[config.mk]
export PLATFORM = sky130hd
export DESIGN_NAME = dmy_text_to_day_number_core
export DESIGN_NICKNAME = d
export VERILOG_FILES = /design/src/rtl/core/dmyd_pkg.sv /design/src/rtl/core/dmyd_parse.sv /design/src/rtl/core/dmyd_days.sv /design/src/rtl/core/dmy_text_to_day_number_core.sv
export VERILOG_INCLUDE_DIRS = /design/src /design/src/rtl/core
export SDC_FILE = /design/constraint.sdc
export NUM_CORES = 1
export LEC_CHECK = 0
export BUFFER_PORTS_ARGS = -buffer_cell sky130_fd_sc_hd__buf_2
export CORE_MARGIN = 2
export CORE_UTILIZATION = 55
export DETAILED_ROUTE_END_ITERATION = 7
export HOLD_SLACK_MARGIN = 0.12
export PLACE_DENSITY = 0.78
export SKIP_LAST_GASP = 1
export SYNTH_ARGS = -nofsm -noshare
export SYNTH_HDL_FRONTEND = slang
export SYNTH_SLANG_ARGS = --single-unit
[constraint.sdc]
create_clock -name clk_i -period 7.65 [get_ports clk_i]
set_input_delay 2.295 -clock clk_i [delete_from_list [all_inputs] [get_ports clk_i]]
set_output_delay 2.295 -clock clk_i [all_outputs]
set_load 0.01 [all_outputs]
[src/rtl/core/dmy_text_to_day_number_core_assert.svh]
// Assertion macros shared by the date conversion core.
// Needs no package; each user supplies its own clock and reset.
`ifndef DMY_TEXT_TO_DAY_NUMBER_CORE_ASSERT_SVH
`define DMY_TEXT_TO_DAY_NUMBER_CORE_ASSERT_SVH

// Condition implies consequence in the same cycle.
`define DMYD_ASSERT_NOW(label, clk, rst_n, cond, cons) \
  label: assert property (@(posedge clk) disable iff (!rst_n) (cond) |-> (cons)) \
    else $error("assertion failed: same-cycle implication");

// Condition implies consequence in the next cycle.
`define DMYD_ASSERT_NEXT(label, clk, rst_n, cond, cons) \
  label: assert property (@(posedge clk) disable iff (!rst_n) (cond) |=> (cons)) \
    else $error("assertion failed: next-cycle implication");

`endif

[src/rtl/core/dmyd_pkg.sv]
// Package for the date text to day number core: parsed field struct,
// month start table and fixed constants. No dependencies.
`default_nettype none

package dmyd_pkg;

  localparam logic [7:0] CharZero = 8'h30;
  localparam logic [7:0] CharNine = 8'h39;
  localparam logic [7:0] CharOne  = 8'h31;
  localparam logic [7:0] MinTextLength = 8'd10;
  localparam logic [4:0] MonthsPerYear = 5'd12;
  localparam logic [4:0] February = 5'd2;
  localparam logic [8:0] DaysPerYear = 9'd365;
  localparam logic [23:0] EpochOffset = 24'd719529;

  typedef struct packed {
    logic       bad;
    logic [4:0] month;
    logic [6:0] mday;
    logic [6:0] century;
    logic [6:0] year_low;
  } dmyd_fields_t;

  function automatic logic [8:0] month_start(input logic [3:0] idx);
    logic [8:0] v;
    unique case (idx)
      4'd0:    v = 9'd0;
      4'd1:    v = 9'd31;
      4'd2:    v = 9'd59;
      4'd3:    v = 9'd90;
      4'd4:    v = 9'd120;
      4'd5:    v = 9'd151;
      4'd6:    v = 9'd181;
      4'd7:    v = 9'd212;
      4'd8:    v = 9'd243;
      4'd9:    v = 9'd273;
      4'd10:   v = 9'd304;
      4'd11:   v = 9'd334;
      default: v = 9'd0;
    endcase
    return v;
  endfunction

  function automatic logic is_digit(input logic [7:0] ch);
    return (ch >= CharZero) && (ch <= CharNine);
  endfunction

endpackage

`default_nettype wire

[src/rtl/core/dmyd_parse.sv]
// Character checks and decimal field extraction for one date string.
// Uses dmyd_pkg for the field struct and character constants.
`default_nettype none

module dmyd_parse (
  input  wire logic [7:0]          day_tens_char_i,
  input  wire logic [7:0]          day_ones_char_i,
  input  wire logic [7:0]          month_tens_char_i,
  input  wire logic [7:0]          month_ones_char_i,
  input  wire logic [7:0]          year_thousands_char_i,
  input  wire logic [7:0]          year_hundreds_char_i,
  input  wire logic [7:0]          year_tens_char_i,
  input  wire logic [7:0]          year_ones_char_i,
  input  wire logic [7:0]          text_length_i,
  output dmyd_pkg::dmyd_fields_t   fields_o
);

  logic       all_digits;
  logic [4:0] month;

  assign all_digits = dmyd_pkg::is_digit(day_tens_char_i)
                   && dmyd_pkg::is_digit(day_ones_char_i)
                   && dmyd_pkg::is_digit(month_tens_char_i)
                   && dmyd_pkg::is_digit(month_ones_char_i)
                   && dmyd_pkg::is_digit(year_thousands_char_i)
                   && dmyd_pkg::is_digit(year_hundreds_char_i)
                   && dmyd_pkg::is_digit(year_tens_char_i)
                   && dmyd_pkg::is_digit(year_ones_char_i);

  assign month = ((month_tens_char_i == dmyd_pkg::CharOne) ? 5'd10 : 5'd0)
               + {1'b0, month_ones_char_i[3:0]};

  assign fields_o.month    = month;
  assign fields_o.mday     = 7'({3'b000, day_tens_char_i[3:0]} * 7'd10)
                           + {3'b000, day_ones_char_i[3:0]};
  assign fields_o.century  = 7'({3'b000, year_thousands_char_i[3:0]} * 7'd10)
                           + {3'b000, year_hundreds_char_i[3:0]};
  assign fields_o.year_low = 7'({3'b000, year_tens_char_i[3:0]} * 7'd10)
                           + {3'b000, year_ones_char_i[3:0]};
  assign fields_o.bad      = !all_digits
                          || (text_length_i < dmyd_pkg::MinTextLength)
                          || (month == 5'd0)
                          || (month > dmyd_pkg::MonthsPerYear);

endmodule

`default_nettype wire

[src/rtl/core/dmyd_days.sv]
// Closed-form Gregorian day count from parsed date fields.
// Uses dmyd_pkg for the field struct, month start table and epoch offset.
`default_nettype none

module dmyd_days (
  input  wire dmyd_pkg::dmyd_fields_t fields_i,
  output logic [22:0]                 days_o
);

  logic        yy_nz;
  logic        leap;
  logic        cent_round;
  logic [13:0] year;
  logic [4:0]  q4;
  logic [11:0] leaps;
  logic [8:0]  yday;
  logic [3:0]  month_idx;
  logic [23:0] sum;

  assign yy_nz      = (fields_i.year_low != 7'd0);
  assign leap       = yy_nz ? (fields_i.year_low[1:0] == 2'b00)
                            : (fields_i.century[1:0] == 2'b00);
  assign cent_round = (fields_i.century[1:0] != 2'b00) || yy_nz;
  assign year       = 14'(14'(fields_i.century) * 14'd100) + 14'(fields_i.year_low);
  assign q4         = 5'((8'(fields_i.year_low) + 8'd3) >> 2);
  assign leaps      = 12'(12'(fields_i.century) * 12'd24) + 12'(q4)
                    + 12'(fields_i.century[6:2]) + 12'(cent_round) - 12'(yy_nz);
  assign month_idx  = 4'(fields_i.month - 5'd1);
  assign yday       = dmyd_pkg::month_start(month_idx) + 9'(fields_i.mday)
                    + 9'(leap && (fields_i.month > dmyd_pkg::February));
  assign sum        = 24'(24'(year) * 24'(dmyd_pkg::DaysPerYear)) + 24'(leaps)
                    + 24'(yday) - dmyd_pkg::EpochOffset;
  assign days_o     = sum[22:0];

endmodule

`default_nettype wire

[src/rtl/core/dmy_text_to_day_number_core.sv]
// Top level of the date text to day number core: input register, parse and
// day count logic, result register. Uses dmyd_pkg, dmyd_parse, dmyd_days.
//
//   channel | direction | handshake                  | payload
//   --------+-----------+----------------------------+---------------------------
//   input   | in        | in_valid_i / in_stall_o    | eight chars, text_length_i
//   output  | out       | out_valid_o / out_stall_i  | day_number_o, invalid_o
//
// An input register and then a result register lie between an input transaction
// and its result. One transaction per cycle is sustained while out_stall_i is
// low; the rate is set by the single pass through the parse and day count logic.
// Reset clears both stage valid flags only. A stall on the output holds the
// result register and, once the input register is also full, raises in_stall_o.
`default_nettype none
`include "dmy_text_to_day_number_core_assert.svh"

module dmy_text_to_day_number_core (
  input  wire logic               clk_i,
  input  wire logic               rst_ni,
  input  wire logic               in_valid_i,
  output logic                    in_stall_o,
  input  wire logic [7:0]         day_tens_char_i,
  input  wire logic [7:0]         day_ones_char_i,
  input  wire logic [7:0]         month_tens_char_i,
  input  wire logic [7:0]         month_ones_char_i,
  input  wire logic [7:0]         year_thousands_char_i,
  input  wire logic [7:0]         year_hundreds_char_i,
  input  wire logic [7:0]         year_tens_char_i,
  input  wire logic [7:0]         year_ones_char_i,
  input  wire logic [7:0]         text_length_i,
  output logic                    out_valid_o,
  input  wire logic               out_stall_i,
  output logic signed [22:0]      day_number_o,
  output logic                    invalid_o
);

  logic        in_v_q;
  logic        out_v_q;
  logic        adv_out;
  logic        adv_in;
  logic [7:0]  dt_q, do_q, mt_q, mo_q, yth_q, yh_q, yt_q, yo_q, len_q;
  logic [22:0] days;
  logic signed [22:0] day_number_q;
  logic        invalid_q;

  dmyd_pkg::dmyd_fields_t fields;

  assign adv_out    = !out_v_q || !out_stall_i;
  assign adv_in     = !in_v_q || adv_out;
  assign in_stall_o = !adv_in;

  always_ff @(posedge clk_i or negedge rst_ni) begin
    if (!rst_ni) begin
      in_v_q  <= 1'b0;
      out_v_q <= 1'b0;
    end else begin
      if (adv_in) begin
        in_v_q <= in_valid_i;
      end
      if (adv_out) begin
        out_v_q <= in_v_q;
      end
    end
  end

  always_ff @(posedge clk_i) begin
    if (adv_in && in_valid_i) begin
      dt_q  <= day_tens_char_i;
      do_q  <= day_ones_char_i;
      mt_q  <= month_tens_char_i;
      mo_q  <= month_ones_char_i;
      yth_q <= year_thousands_char_i;
      yh_q  <= year_hundreds_char_i;
      yt_q  <= year_tens_char_i;
      yo_q  <= year_ones_char_i;
      len_q <= text_length_i;
    end
    if (adv_out && in_v_q) begin
      invalid_q    <= fields.bad;
      day_number_q <= fields.bad ? 23'sd0 : $signed(days);
    end
  end

  dmyd_parse u_parse (
    .day_tens_char_i       (dt_q),
    .day_ones_char_i       (do_q),
    .month_tens_char_i     (mt_q),
    .month_ones_char_i     (mo_q),
    .year_thousands_char_i (yth_q),
    .year_hundreds_char_i  (yh_q),
    .year_tens_char_i      (yt_q),
    .year_ones_char_i      (yo_q),
    .text_length_i         (len_q),
    .fields_o              (fields)
  );

  dmyd_days u_days (
    .fields_i (fields),
    .days_o   (days)
  );

  assign out_valid_o  = out_v_q;
  assign day_number_o = day_number_q;
  assign invalid_o    = invalid_q;

  `DMYD_ASSERT_NOW(a_invalid_zero, clk_i, rst_ni, out_v_q && invalid_q,
                   day_number_q == 23'sd0)
  `DMYD_ASSERT_NOW(a_stall_cause, clk_i, rst_ni, in_stall_o,
                   in_v_q && out_v_q && out_stall_i)
  `DMYD_ASSERT_NEXT(a_accept_fills, clk_i, rst_ni, in_valid_i && !in_stall_o, in_v_q)
  `DMYD_ASSERT_NEXT(a_stage_moves, clk_i, rst_ni, in_v_q && adv_out, out_v_q)

endmodule

`default_nettype wire

==> results.json <==
{
  "hpwl_um": 16700,
  "end_kind": "flip-flop",
  "path_clk_slew_ns": 0.09,
  "cap_violations": 0,
  "numCtsBuffers": 9,
  "clock_tree.root_cell": "clkbuf_16",
  "r2r_cells": 31,
  "critPathSlowestCell": "fa_1",
  "final_common_cell": "inv_1",
  "io_pins": 102,
  "vias": 7675,
  "setup_ws_ns": -0.4437,
  "worst_pin_slew_ns": 1.205,
  "tns_ns": -4.322,
  "wl_um": 22850,
  "yosys_warnings": 0,
  "hold_path.class": "flip-flop to flip-flop",
  "io_buffer_count": 100,
  "netlist_instances": 918,
  "postSynth.asyncResetShare": 0.02062,
  "min_path_cells": 1,
  "syn_to_final_growth_pct": 32.81,
  "die_area_mm2": 0.01943,
  "min_to": "out_valid_o",
  "cts.path.max_buffers": 2,
  "synth_edf_count": 95,
  "r2r-end": "day_number_o[15]",
  "fillers": 1123,
  "fmax_mhz": 123.6,
  "rows": 49,
  "violations": "setup timing",
  "die_x_um": 139.4,
  "status": "complete, but fails checks",
  "grt_max_degree": 72,
  "grt_pass1_wl_um": 36770,
  "routabilityCongestion": 0.8795,
  "drtPass1Iterations": 5,
  "start_util": 0.5613,
  "cp.arrival_ns": 8.17,
  "final-hold-violation-count": 0,
  "final_cell_mix": "inv_1 (164), buf_4 (158), ha_1 (140), buf_2 (100), edfxtp_1 (95)",
  "overflow": 0,
  "core_mm2": 0.01796,
  "ant_nets": 0,
  "r2r_start": "yt_q[0]",
  "crit_type": "flip-flop to flip-flop",
  "finalCritPeriodShare": 1.058,
  "drc": 0,
  "drive_above_1_share": 0.3566,
  "synth_cell_types": 71,
  "routedWlPerCell_um": 15.96,
  "grt_setup_unrepaired": "yes",
  "period_minus_slack_ns": 8.094,
  "syn-num-nets": 1254,
  "register_area_mm2": 0.002903,
  "rrSetupSlack_ns": -0.44,
  "cts_tree": "yes",
  "grt_pass1_vias": 8087,
  "cp.required_ns": 7.72,
  "skew_ns": 0.01733,
  "ys_seq_elements": 97,
  "max_slew_margin": 0.1970,
  "crit_path_max_incr_delay_ns": 0.59,
  "path_max_fanout": 4,
  "syn_area_per_cell_um2": 10.98,
  "finalMaxSlewViolations": 0,
  "worst_setup_path_start_kind": "flip-flop",
  "diodes": 0,
  "setup_viol": 15,
  "insertion_delay_ns": 0.37,
  "ys_seq_area_frac": 0.2879,
  "fin_nets": 1534,
  "vias_per_cell": 5.360,
  "h-tree-depth": 3,
  "antenna_found_initial": 0,
  "clock_sinks": 97,
  "min_from": "in_v_q",
  "drt_iter0_markers": 311,
  "grt.total_usage": 0.2327,
  "multi_input_area_mm2": 0.007383,
  "synth_area_mm2": 0.01008,
  "die_h_um": 139.4,
  "synthFlopType": "edfxtp_1"
}
[sequential cells by signal (all words and copies together), names as in the netlist, 7 cells and up]
signal        count
yth_q             8
do_q              8
yh_q              8
dt_q              8
mo_q              8
yo_q              8
day_number_o     23
yt_q              8
mt_q              8
len_q             7
[cells by family after synthesis]
group,Yosys count,synth area share
other,1,0.0003719
DFF,97,0.2879
xor gates and xnor gates,78,0.07508
and+or+nand+nor,160,0.08488
AOI/OAI and AO/OA,146,0.09717
adders and majority gates,260,0.3882
buffers and inverters,176,0.06639
[worst max-delay path: cells and delay by family, from the launching register on]
kind                     cells  cell delay, ns
XOR/XNOR                     1            0.17
AND/OR/NAND/NOR              5            1.37
AO/OA/AOI/OAI               10            1.86
flip-flops                   1            0.45
buffers and inverters        6            0.61
adder cells (fa/ha/maj)      9            3.32
[layout make-up]
type | instances | share of cell area
clock inverters | 7 | 0.007101
clock buffers | 9 | 0.01682
multi-input cells | 645 | 0.5514
well taps | 229 | 0.02140
inverters | 174 | 0.04896
repair buffers | 271 | 0.1375
flip-flops and latches | 97 | 0.2168
[Yosys cell counts (all sizes together), types with 10 or more instances]
master	count	area share
xnor2	45	0.041
a21o	18	0.013
xor2	31	0.029
o21ai	36	0.018
inv	174	0.065
nor2	54	0.021
fa	88	0.17
nand3	11	0.0060
a21oi	38	0.020
a211oi	10	0.0089
edfxtp	95	0.28
nand2	27	0.010
ha	172	0.21
nor3	13	0.0074
[how the worst max path moves through the flow]
stage | slack [ns] | to | cells after the start | start
6_report | -0.44 | day_number_o[15] | 31 | yt_q[0]
5_1_grt | -0.73 | day_number_o[21] | 32 | yth_q[0]
4_1_cts | -0.31 | day_number_o[22] | 30 | yth_q[0]
3_5_place_dp | -0.58 | day_number_o[22] | 29 | yth_q[0]
3_3_place_gp | -0.37 | day_number_o[21] | 32 | yth_q[0]
2_1_floorplan | -0.20 | day_number_o[17] | 31 | yth_q[1]
[what timing repair did]
item                                    in CTS  in global routing
pin swaps                                   53                 35
setup buffers                               20                 11
endpoints found under the setup margin      15                 16
resized for setup                           78                 48
hold buffers                                 0                  0
[per-layer routing]
metal | wire, µm | vias up | track usage
met5 | 0 | - | 0
met2 | 12520 | 175 | 0.4414
met4 | 823 | 0 | 0.09569
met3 | 748 | 61 | 0.03304
met1 | 8764 | 3749 | 0.2604
li1 | - | 3690 | -
[metrics by stage]
step,area [µm²],hold slack (ns),utilization,setup slack [ns],std cells
finish,13390,0.4828,0.7454,-0.4437,1432
detailed placement,12150,0.4705,0.6764,-0.5757,1386
global route,13390,0.5314,0.7454,-0.7330,1432
floorplan,10300,0.4434,-,-0.1961,918
global placement,12150,0.4507,0.6764,-0.3663,1386
CTS,13010,0.4860,0.7242,-0.3111,1422
Power is left out: the tool's default activity adds up to more than one toggle a clock period on the data nets, which glitch-free logic cannot reach.
